$ cat config.mk
export PLATFORM = sky130hd
export DESIGN_NAME = csv_record_field_splitter_core
export DESIGN_NICKNAME = d
export VERILOG_FILES = /design/src/design/csvs_pkg.sv /design/src/design/csvs_step.sv /design/src/design/csv_record_field_splitter_core.sv
export SDC_FILE = /design/constraint.sdc
export NUM_CORES = 1
export LEC_CHECK = 0
export BUFFER_PORTS_ARGS = -buffer_cell sky130_fd_sc_hd__buf_2
export CAP_MARGIN = 15
export CORE_MARGIN = 2
export CORE_UTILIZATION = 41
export DETAILED_ROUTE_END_ITERATION = 10
export PLACE_DENSITY = 0.71
export SYNTH_ARGS = -nofsm -noshare
export SYNTH_HDL_FRONTEND = slang
export SYNTH_SLANG_ARGS = --single-unit
export TNS_END_PERCENT = 5
$ cat constraint.sdc
create_clock -name i_clk -period 6.9 [get_ports i_clk]
set_clock_uncertainty 0.2 [all_clocks]
set_input_delay 1.38 -clock i_clk [delete_from_list [all_inputs] [get_ports i_clk]]
set_output_delay 1.38 -clock i_clk [all_outputs]
set_load 0.005 [all_outputs]
$ cat src/design/csvs_pkg.sv
// Package for the CSV field splitter: payload structs, byte codes,
// result kinds and the quote-mode state encoding. No dependencies.
package csvs_pkg;

    // Width of the field counter and of the field index in a result transaction
    localparam int FIELD_INDEX_BITS = 8;

    // Stream byte codes
    localparam logic [7:0] CH_QUOTE = 8'h22;
    localparam logic [7:0] CH_COMMA = 8'h2C;
    localparam logic [7:0] CH_CR    = 8'h0D;
    localparam logic [7:0] CH_LF    = 8'h0A;

    // Result kinds
    localparam logic [1:0] KIND_BYTE   = 2'd0;
    localparam logic [1:0] KIND_FIELD  = 2'd1;
    localparam logic [1:0] KIND_RECORD = 2'd2;

    // Quote tracking state, one-hot
    typedef enum logic [2:0] {
        QM_PLAIN   = 3'b001,
        QM_QUOTED  = 3'b010,
        QM_PENDING = 3'b100
    } t_quote_mode;

    typedef struct packed {
        logic [7:0] in_byte;
        logic       end_of_input;
    } t_in_item;

    typedef struct packed {
        logic [7:0]                  out_byte;
        logic [1:0]                  kind;
        logic [FIELD_INDEX_BITS-1:0] field_index;
        logic                        bad_record;
    } t_out_item;

    // Scanner state other than the field counter
    typedef struct packed {
        t_quote_mode quote_mode;
        logic        line_started;
    } t_scan_state;

endpackage

$ cat src/design/csvs_step.sv
// One scanning step of the CSV field splitter: current state and one input
// transaction in, next state and at most one result out. Uses csvs_pkg.
module csvs_step (
    input  csvs_pkg::t_scan_state                  i_state,
    input  logic [csvs_pkg::FIELD_INDEX_BITS-1:0]  i_field_cnt,
    input  csvs_pkg::t_in_item                     i_item,
    output csvs_pkg::t_scan_state                  o_state,
    output logic [csvs_pkg::FIELD_INDEX_BITS-1:0]  o_field_cnt,
    output logic                                   o_res_valid,
    output csvs_pkg::t_out_item                    o_res
);
    import csvs_pkg::*;

    localparam logic [FIELD_INDEX_BITS-1:0] FIELD_MAX = '1;

    logic [7:0]  c;
    t_quote_mode mode;
    logic        do_plain;

    assign c = i_item.in_byte;

    always_comb begin
        // Treat any unexpected mode code as unquoted
        case (i_state.quote_mode)
            QM_QUOTED:  mode = QM_QUOTED;
            QM_PENDING: mode = QM_PENDING;
            default:    mode = QM_PLAIN;
        endcase

        o_state                 = i_state;
        o_state.quote_mode      = mode;
        o_field_cnt             = i_field_cnt;
        o_res_valid             = 1'b0;
        o_res.out_byte          = 8'd0;
        o_res.kind              = KIND_BYTE;
        o_res.field_index       = i_field_cnt;
        o_res.bad_record        = 1'b0;
        do_plain                = 1'b0;

        if (i_item.end_of_input || c == CH_LF) begin
            // Close the record; a pending quote counts as the closing quote
            if (mode == QM_PENDING) begin
                o_state.quote_mode = QM_PLAIN;
            end
            if (i_state.line_started) begin
                o_res_valid          = 1'b1;
                o_res.kind           = KIND_RECORD;
                o_res.bad_record     = (mode == QM_QUOTED);
                o_state.quote_mode   = QM_PLAIN;
                o_state.line_started = 1'b0;
                o_field_cnt          = '0;
            end
        end else begin
            o_state.line_started = 1'b1;
            case (mode)
                QM_QUOTED: begin
                    if (c == CH_QUOTE) begin
                        o_state.quote_mode = QM_PENDING;
                    end else begin
                        o_res_valid    = 1'b1;
                        o_res.out_byte = c;
                    end
                end
                QM_PENDING: begin
                    // Doubled quote gives one literal quote
                    if (c == CH_QUOTE) begin
                        o_state.quote_mode = QM_QUOTED;
                        o_res_valid        = 1'b1;
                        o_res.out_byte     = CH_QUOTE;
                    end else begin
                        o_state.quote_mode = QM_PLAIN;
                        do_plain           = 1'b1;
                    end
                end
                default: begin
                    do_plain = 1'b1;
                end
            endcase

            // Unquoted byte handling
            if (do_plain) begin
                if (c == CH_QUOTE) begin
                    o_state.quote_mode = QM_QUOTED;
                end else if (c == CH_COMMA) begin
                    o_res_valid = 1'b1;
                    o_res.kind  = KIND_FIELD;
                    if (i_field_cnt != FIELD_MAX) begin
                        o_field_cnt = i_field_cnt + 1'b1;
                    end
                end else if (c != CH_CR) begin
                    o_res_valid    = 1'b1;
                    o_res.out_byte = c;
                end
            end
        end
    end

endmodule

$ cat src/design/csv_record_field_splitter_core.sv
// CSV record/field splitter: one stream byte per transaction, at most one result.
// Each byte passes the input register, then its result sits in the result register.
// Throughput: one byte per cycle while the result side takes a result every cycle;
// the limit is the single scan-state update done per cycle.
// Reset (synchronous, active low) empties both registers and returns the scanner to
// unquoted mode, no record started, field counter zero.
module csv_record_field_splitter_core (
    input  logic                i_clk,
    input  logic                i_rst_n,
    input  logic                i_in_valid,
    output logic                o_in_ready,
    input  csvs_pkg::t_in_item  i_in_data,
    output logic                o_out_valid,
    input  logic                i_out_ready,
    output csvs_pkg::t_out_item o_out_data
);
    import csvs_pkg::*;

    logic                        r_in_valid;
    t_in_item                    r_in_data;
    t_scan_state                 r_state;
    t_scan_state                 n_state;
    logic [FIELD_INDEX_BITS-1:0] r_field_cnt;
    logic [FIELD_INDEX_BITS-1:0] n_field_cnt;
    logic                        r_out_valid;
    t_out_item                   r_out_data;
    logic                        step_valid;
    t_out_item                   step_res;
    logic                        advance;

    // Move the held item through the scanner when the result slot is free
    assign advance    = r_in_valid && (!r_out_valid || i_out_ready);
    assign o_in_ready = !r_in_valid || advance;

    csvs_step u_step (
        .i_state     (r_state),
        .i_field_cnt (r_field_cnt),
        .i_item      (r_in_data),
        .o_state     (n_state),
        .o_field_cnt (n_field_cnt),
        .o_res_valid (step_valid),
        .o_res       (step_res)
    );

    // Input register
    always_ff @(posedge i_clk) begin
        if (!i_rst_n) begin
            r_in_valid <= 1'b0;
        end else if (o_in_ready) begin
            r_in_valid <= i_in_valid;
        end
        if (i_in_valid && o_in_ready) begin
            r_in_data <= i_in_data;
        end
    end

    // Scanner state, updated once per processed item
    always_ff @(posedge i_clk) begin
        if (!i_rst_n) begin
            r_state.quote_mode   <= QM_PLAIN;
            r_state.line_started <= 1'b0;
            r_field_cnt          <= '0;
        end else if (advance) begin
            r_state     <= n_state;
            r_field_cnt <= n_field_cnt;
        end
    end

    // Result register; hold until taken
    always_ff @(posedge i_clk) begin
        if (!i_rst_n) begin
            r_out_valid <= 1'b0;
        end else if (advance) begin
            r_out_valid <= step_valid;
        end else if (i_out_ready) begin
            r_out_valid <= 1'b0;
        end
        if (advance && step_valid) begin
            r_out_data <= step_res;
        end
    end

    assign o_out_valid = r_out_valid;
    assign o_out_data  = r_out_data;

endmodule

# Word-level counts from Yosys, hierarchy flattened
# Index checks and enable logic that the tools add are counted.
dict set report op_classes {
  n_addsub 1
  eq_ne 11
  n_mux 38
  n_reduce_logical 14
}
# op n
set ops {}
lappend ops {{$mux W8} 9}
lappend ops {{$mux W10} 2}
lappend ops {{$eq A8 B6 Y1 const B} 2}
lappend ops {{$pmux W8 S2} 1}
lappend ops {{$mux W1} 12}
lappend ops {{$mux W3} 4}
lappend ops {{$pmux W3 S2} 2}
lappend ops {{$add A8 B1 Y8 const B} 1}
lappend ops {{$eq A8 B4 Y1 const B} 1}
lappend ops {{$mux W4} 2}
lappend ops {{$ne A8 B4 Y1 const B} 1}
lappend ops {{$ne A8 B8 Y1 const B} 1}
lappend ops {{$reduce_bool A2 Y1} 4}
lappend ops {{$eq A3 B2 Y1 const B} 2}
lappend ops {{$eq A3 B3 Y1 const B} 2}
lappend ops {{$mux W2} 3}
lappend ops {{$mux W6} 1}
lappend ops {{$reduce_and A6 Y1} 1}
lappend ops {{$pmux W1 S2} 2}
lappend ops {{$logic_and A1 B1 Y1} 3}
lappend ops {{$logic_or A1 B1 Y1} 3}
lappend ops {{$logic_not A1 Y1} 2}
lappend ops {{$ne A2 B1 Y1 const B} 1}
lappend ops {{$ne A2 B2 Y1 const B} 1}
lappend ops {{$reduce_and A2 Y1} 1}
dict set report word_totals {
  register_bits 42
  input_bits 13
  output_inout_bits 21
  elab_cells 75
}

# Logic depth before layout (Yosys ltp)
dict set report logic_depth {
  depth_word 10
  depth_mapped 7
  ltp_nobuf 5
}

# By module
# A second synthesis with hierarchy kept.
dict set report unflattened {
  hier_cells 198
  hier_area_um2 2068.2
}
# module n_inst cells_per_inst area_each_um2 seq_area_each_um2
set modules_own_cells {}
lappend modules_own_cells {csv_record_field_splitter_core 1 93 1435.1 1121.1}
lappend modules_own_cells {csvs_step 1 105 633.1 0.0}

# Least setup slack after synthesis
# Ideal clock, no wire load.
dict set report synth_path {
  path_kind {in2reg}
  startpoint {input port i_out_ready}
  endpoint {register r_out_data, in the netlist o_out_data[0], enable pin}
  arrival_ns 2.624
  required_time_ns 6.299
  slack_ns 3.675
  cell_stages 3
  n_path_buf 0
  path_cell_list {nand2b_1 -> nand2_1 -> a21oi_1}
}
dict set report synth_via {
  elab_chain_len 3
}
# element line
set synth_rtl {}
lappend synth_rtl {{start, declared} csv_record_field_splitter_core.sv:14} ;# input logic i_out_ready,
lappend synth_rtl {{$logic_or A1 B1 Y1} csv_record_field_splitter_core.sv:32} ;# assign advance = r_in_valid && (!r_out_valid || i_out_ready);
lappend synth_rtl {{$logic_and A1 B1 Y1} csv_record_field_splitter_core.sv:32}
lappend synth_rtl {{$logic_and A1 B1 Y1} csv_record_field_splitter_core.sv:78} ;# if (advance && step_valid) begin
lappend synth_rtl {{end signal, assigned} csv_record_field_splitter_core.sv:79} ;# r_out_data <= step_res;
lappend synth_rtl {{end, declared} csv_record_field_splitter_core.sv:26} ;# t_out_item r_out_data;
# No other way between the ends.
# A chain may end at the register's enable or synchronous reset.

# Worst setup path in the final report
dict set report layout_path {
  startpoint {input port i_out_ready}
  endpoint {output port o_in_ready}
}
dict set report layout_via {
  elab_chain_len 3
}
# element line
set layout_rtl {}
lappend layout_rtl {{$logic_or A1 B1 Y1} csv_record_field_splitter_core.sv:32}
lappend layout_rtl {{$logic_and A1 B1 Y1} csv_record_field_splitter_core.sv:32}
lappend layout_rtl {{$logic_or A1 B1 Y1} csv_record_field_splitter_core.sv:33} ;# assign o_in_ready = !r_in_valid || advance;
lappend layout_rtl {{end, declared} csv_record_field_splitter_core.sv:11} ;# output logic o_in_ready,
# No other way between the ends.

==> impl_metrics.json <==
{
  "clk_latency_ns": 0.30,
  "io_buffers": 33,
  "dp.final_hpwl_um": 2425,
  "worstPathMaxFanout": 3,
  "place.gp.congestion": 0.7926,
  "synth_area_leader_cell": "edfxtp_1",
  "die_h_um": 69.83,
  "drcViolationCount": 0,
  "cts_resized": 0,
  "avgViaCountPerCell": 5.504,
  "cts_root_buf": "clkbuf_8",
  "drt_iter0_drc": 67,
  "crit_arrival_ns": 1.88,
  "grt-ovfl-total": 0,
  "path_clk_slew_ns": 0.07,
  "seq_area_um2": 1121,
  "cts-buffers-inserted": 5,
  "fillerInstances": 369,
  "rsz0062_at_grt": "false",
  "drive_gt1_share_pct": 26.67,
  "routed-via-count": 1266,
  "drt-wirelength-per-cell_um": 14.17,
  "period_needed_ns": 3.457,
  "postRouteWirelength_um": 3260,
  "tritoncts": "built",
  "synth_cell_types": 39,
  "hold_buffers": 0,
  "tightest_slew_ns": 0.5487,
  "drv_cap": 0,
  "area_growth_pct": 17.61,
  "ant_nets": 0,
  "synth-seq-area-share_pct": 63.10,
  "crit-reg2reg-launch": "r_in_data[5]",
  "start_util_pct": 43.48,
  "status": "finished, final reports clean",
  "dieArea_um2": 4876,
  "synthTopCellsByArea": "edfxtp_1 (47%), dfxtp_1 (16%), a2111o_1 (3.2%)",
  "maxSlewHeadroom_pct": 63.34,
  "hold_viol_final": 0,
  "reg2reg_to": "r_field_cnt[5]",
  "netlist_area_um2": 1777,
  "fmax_mhz": 289.3,
  "r2r_setup_slack_ns": 4.32,
  "syn_nets": 158,
  "post-route-period-util_pct": 50.10,
  "num_io_pins": 34,
  "htree_num_levels": 2,
  "tns_ns": 0,
  "grt_use_total_pct": 14.19,
  "synthCells": 144,
  "grt_pass1_vias": 1183,
  "clock_sinks": 42,
  "ys_ff_latch": 42,
  "antenna_cells": 0,
  "hp-start": "r_state[3]",
  "placedCellCount": 222,
  "core_um2": 4086,
  "first_pass_iters": 4,
  "hold_class": "register to register",
  "leakagePower_nw": 0.8085,
  "most-common-layout-cells": "buf_2 (33), edfxtp_1 (28), dfxtp_1 (14), nand2_1 (13), nand3_1 (10)",
  "r2r_cells": 5,
  "grt_max_degree": 20,
  "required_ns": 5.32,
  "slew_viol_final": 0,
  "hold_end": "r_state[3]",
  "final_common_cell": "buf_2",
  "critPathKind": "input port to output pin",
  "clock_path_buffers": 2,
  "ys_warn_count": 0,
  "multiInputGateArea_um2": 604.3,
  "pwr_density_cell_nw_per_um2": 235.1,
  "num_rows": 23,
  "grt_pass1_wl_um": 5402,
  "cp-end-kind": "output pin",
  "die_x_um": 69.83,
  "antenna_found_initial": 0,
  "cts_setup_buffers": 0,
  "peakVddDrop_mv": 0.1390,
  "synth_top_cell_area_share_pct": 47.32,
  "startpoint_type": "input port",
  "worstHoldPathCells": 2,
  "syn_avg_cell_area_um2": 12.34,
  "final_nets": 193,
  "fin_cells": 230,
  "finalSetupViolations": 0
}
per-layer routing:
metal / up-vias / global-route usage, % / routed length (um) / part of all wire (%)
met5: - / 0 / 0 / 0
met4: 0 / 8.974 / 83 / 2.5
met3: 7 / 3.488 / 176 / 5.4
met2: 34 / 21.80 / 1545 / 47
met1: 596 / 17.86 / 1455 / 45
li1: 629 / - / - / -
cell families (layout without fill, tap and decap cells):
kind of cell / after synthesis / in the layout / share of synthesized area [%]
AOI/OAI and AO/OA: 30 / 30 / 12.68
DFF: 42 / 42 / 63.10
buffers and inverters: 11 / 47 / 2.887
and+or+nand+nor: 59 / 59 / 20.07
muxes: 1 / 1 / 0.5634
adders and majority gates: 1 / 1 / 0.7041
final cells by class:
| type | instances | share of cell area, % |
|---|---|---|
| clock inverter | 2 | 1.796 |
| multi-input combinational | 91 | 28.92 |
| sequential | 42 | 53.65 |
| timing repair buffer | 34 | 8.264 |
| tap | 50 | 2.994 |
| clock buffer | 6 | 3.473 |
| inverter | 5 | 0.8982 |
synthesized netlist by cell type (all sizes together):
| cell | number |
|---|---|
| a2111o | 5 |
| a211o | 1 |
| a211oi | 2 |
| a21o | 1 |
| a21oi | 5 |
| a31o | 1 |
| a31oi | 4 |
| and2 | 4 |
| and3 | 1 |
| and3b | 1 |
| and4 | 2 |
| buf | 3 |
| clkbuf | 3 |
| dfxtp | 14 |
| edfxtp | 28 |
| ha | 1 |
| inv | 5 |
| mux2i | 1 |
| nand2 | 13 |
| nand2b | 1 |
| nand3 | 10 |
| nand4 | 1 |
| nand4b | 1 |
| nor2 | 7 |
| nor2b | 4 |
| nor3 | 1 |
| nor3b | 2 |
| nor4 | 2 |
| nor4b | 3 |
| nor4bb | 1 |
| o2111ai | 5 |
| o211ai | 1 |
| o21a | 1 |
| o21ai | 4 |
| or2 | 2 |
| or3b | 2 |
| or4 | 1 |
how the worst max path moves through the flow:
stage	depth (start not counted)	slack [ns]	endpoint	from
after global placement	4	3.48	o_in_ready	i_out_ready
after floorplan	3	3.67	o_out_data[0]	i_out_ready
after detailed placement	4	3.44	o_in_ready	i_out_ready
after global routing	4	3.42	o_in_ready	i_out_ready
after CTS	4	3.44	o_in_ready	i_out_ready
final	4	3.44	o_in_ready	i_out_ready
registers in the layout, indices dropped and copies added (netlist names):
name,count
o_out_data,19
r_in_data,9
r_field_cnt,8
r_state,4
o_out_valid,1
r_in_valid,1
power breakdown:
group	total (mW)	switching, mW	internal [mW]
combinational	0.0225	0.0126	0.00997
sequential	0.281	0.00566	0.275
clock	0.188	0.0799	0.108
total	0.491	0.0981	0.393
worst max-delay path, stage by stage:
cell	delay, ns
buf_2	0.11
nor2b_1	0.17
nand2_1	0.09
buf_2	0.13
stage by stage:
step / hold WS (ns) / total power [mW] / setup slack (ns) / util (%) / area [um^2]
floorplan: 0.2461 / 0.2990 / 3.675 / - / 1777
global placement: 0.2597 / 0.3074 / 3.484 / 48.44 / 1979
detailed placement: 0.2763 / 0.3092 / 3.443 / 48.44 / 1979
CTS: 0.2849 / 0.4958 / 3.441 / 51.13 / 2090
global route: 0.3138 / 0.5097 / 3.415 / 51.13 / 2090
finish: 0.2904 / 0.4912 / 3.443 / 51.13 / 2090
No activity file was read; power rests on OpenSTA's default activity.
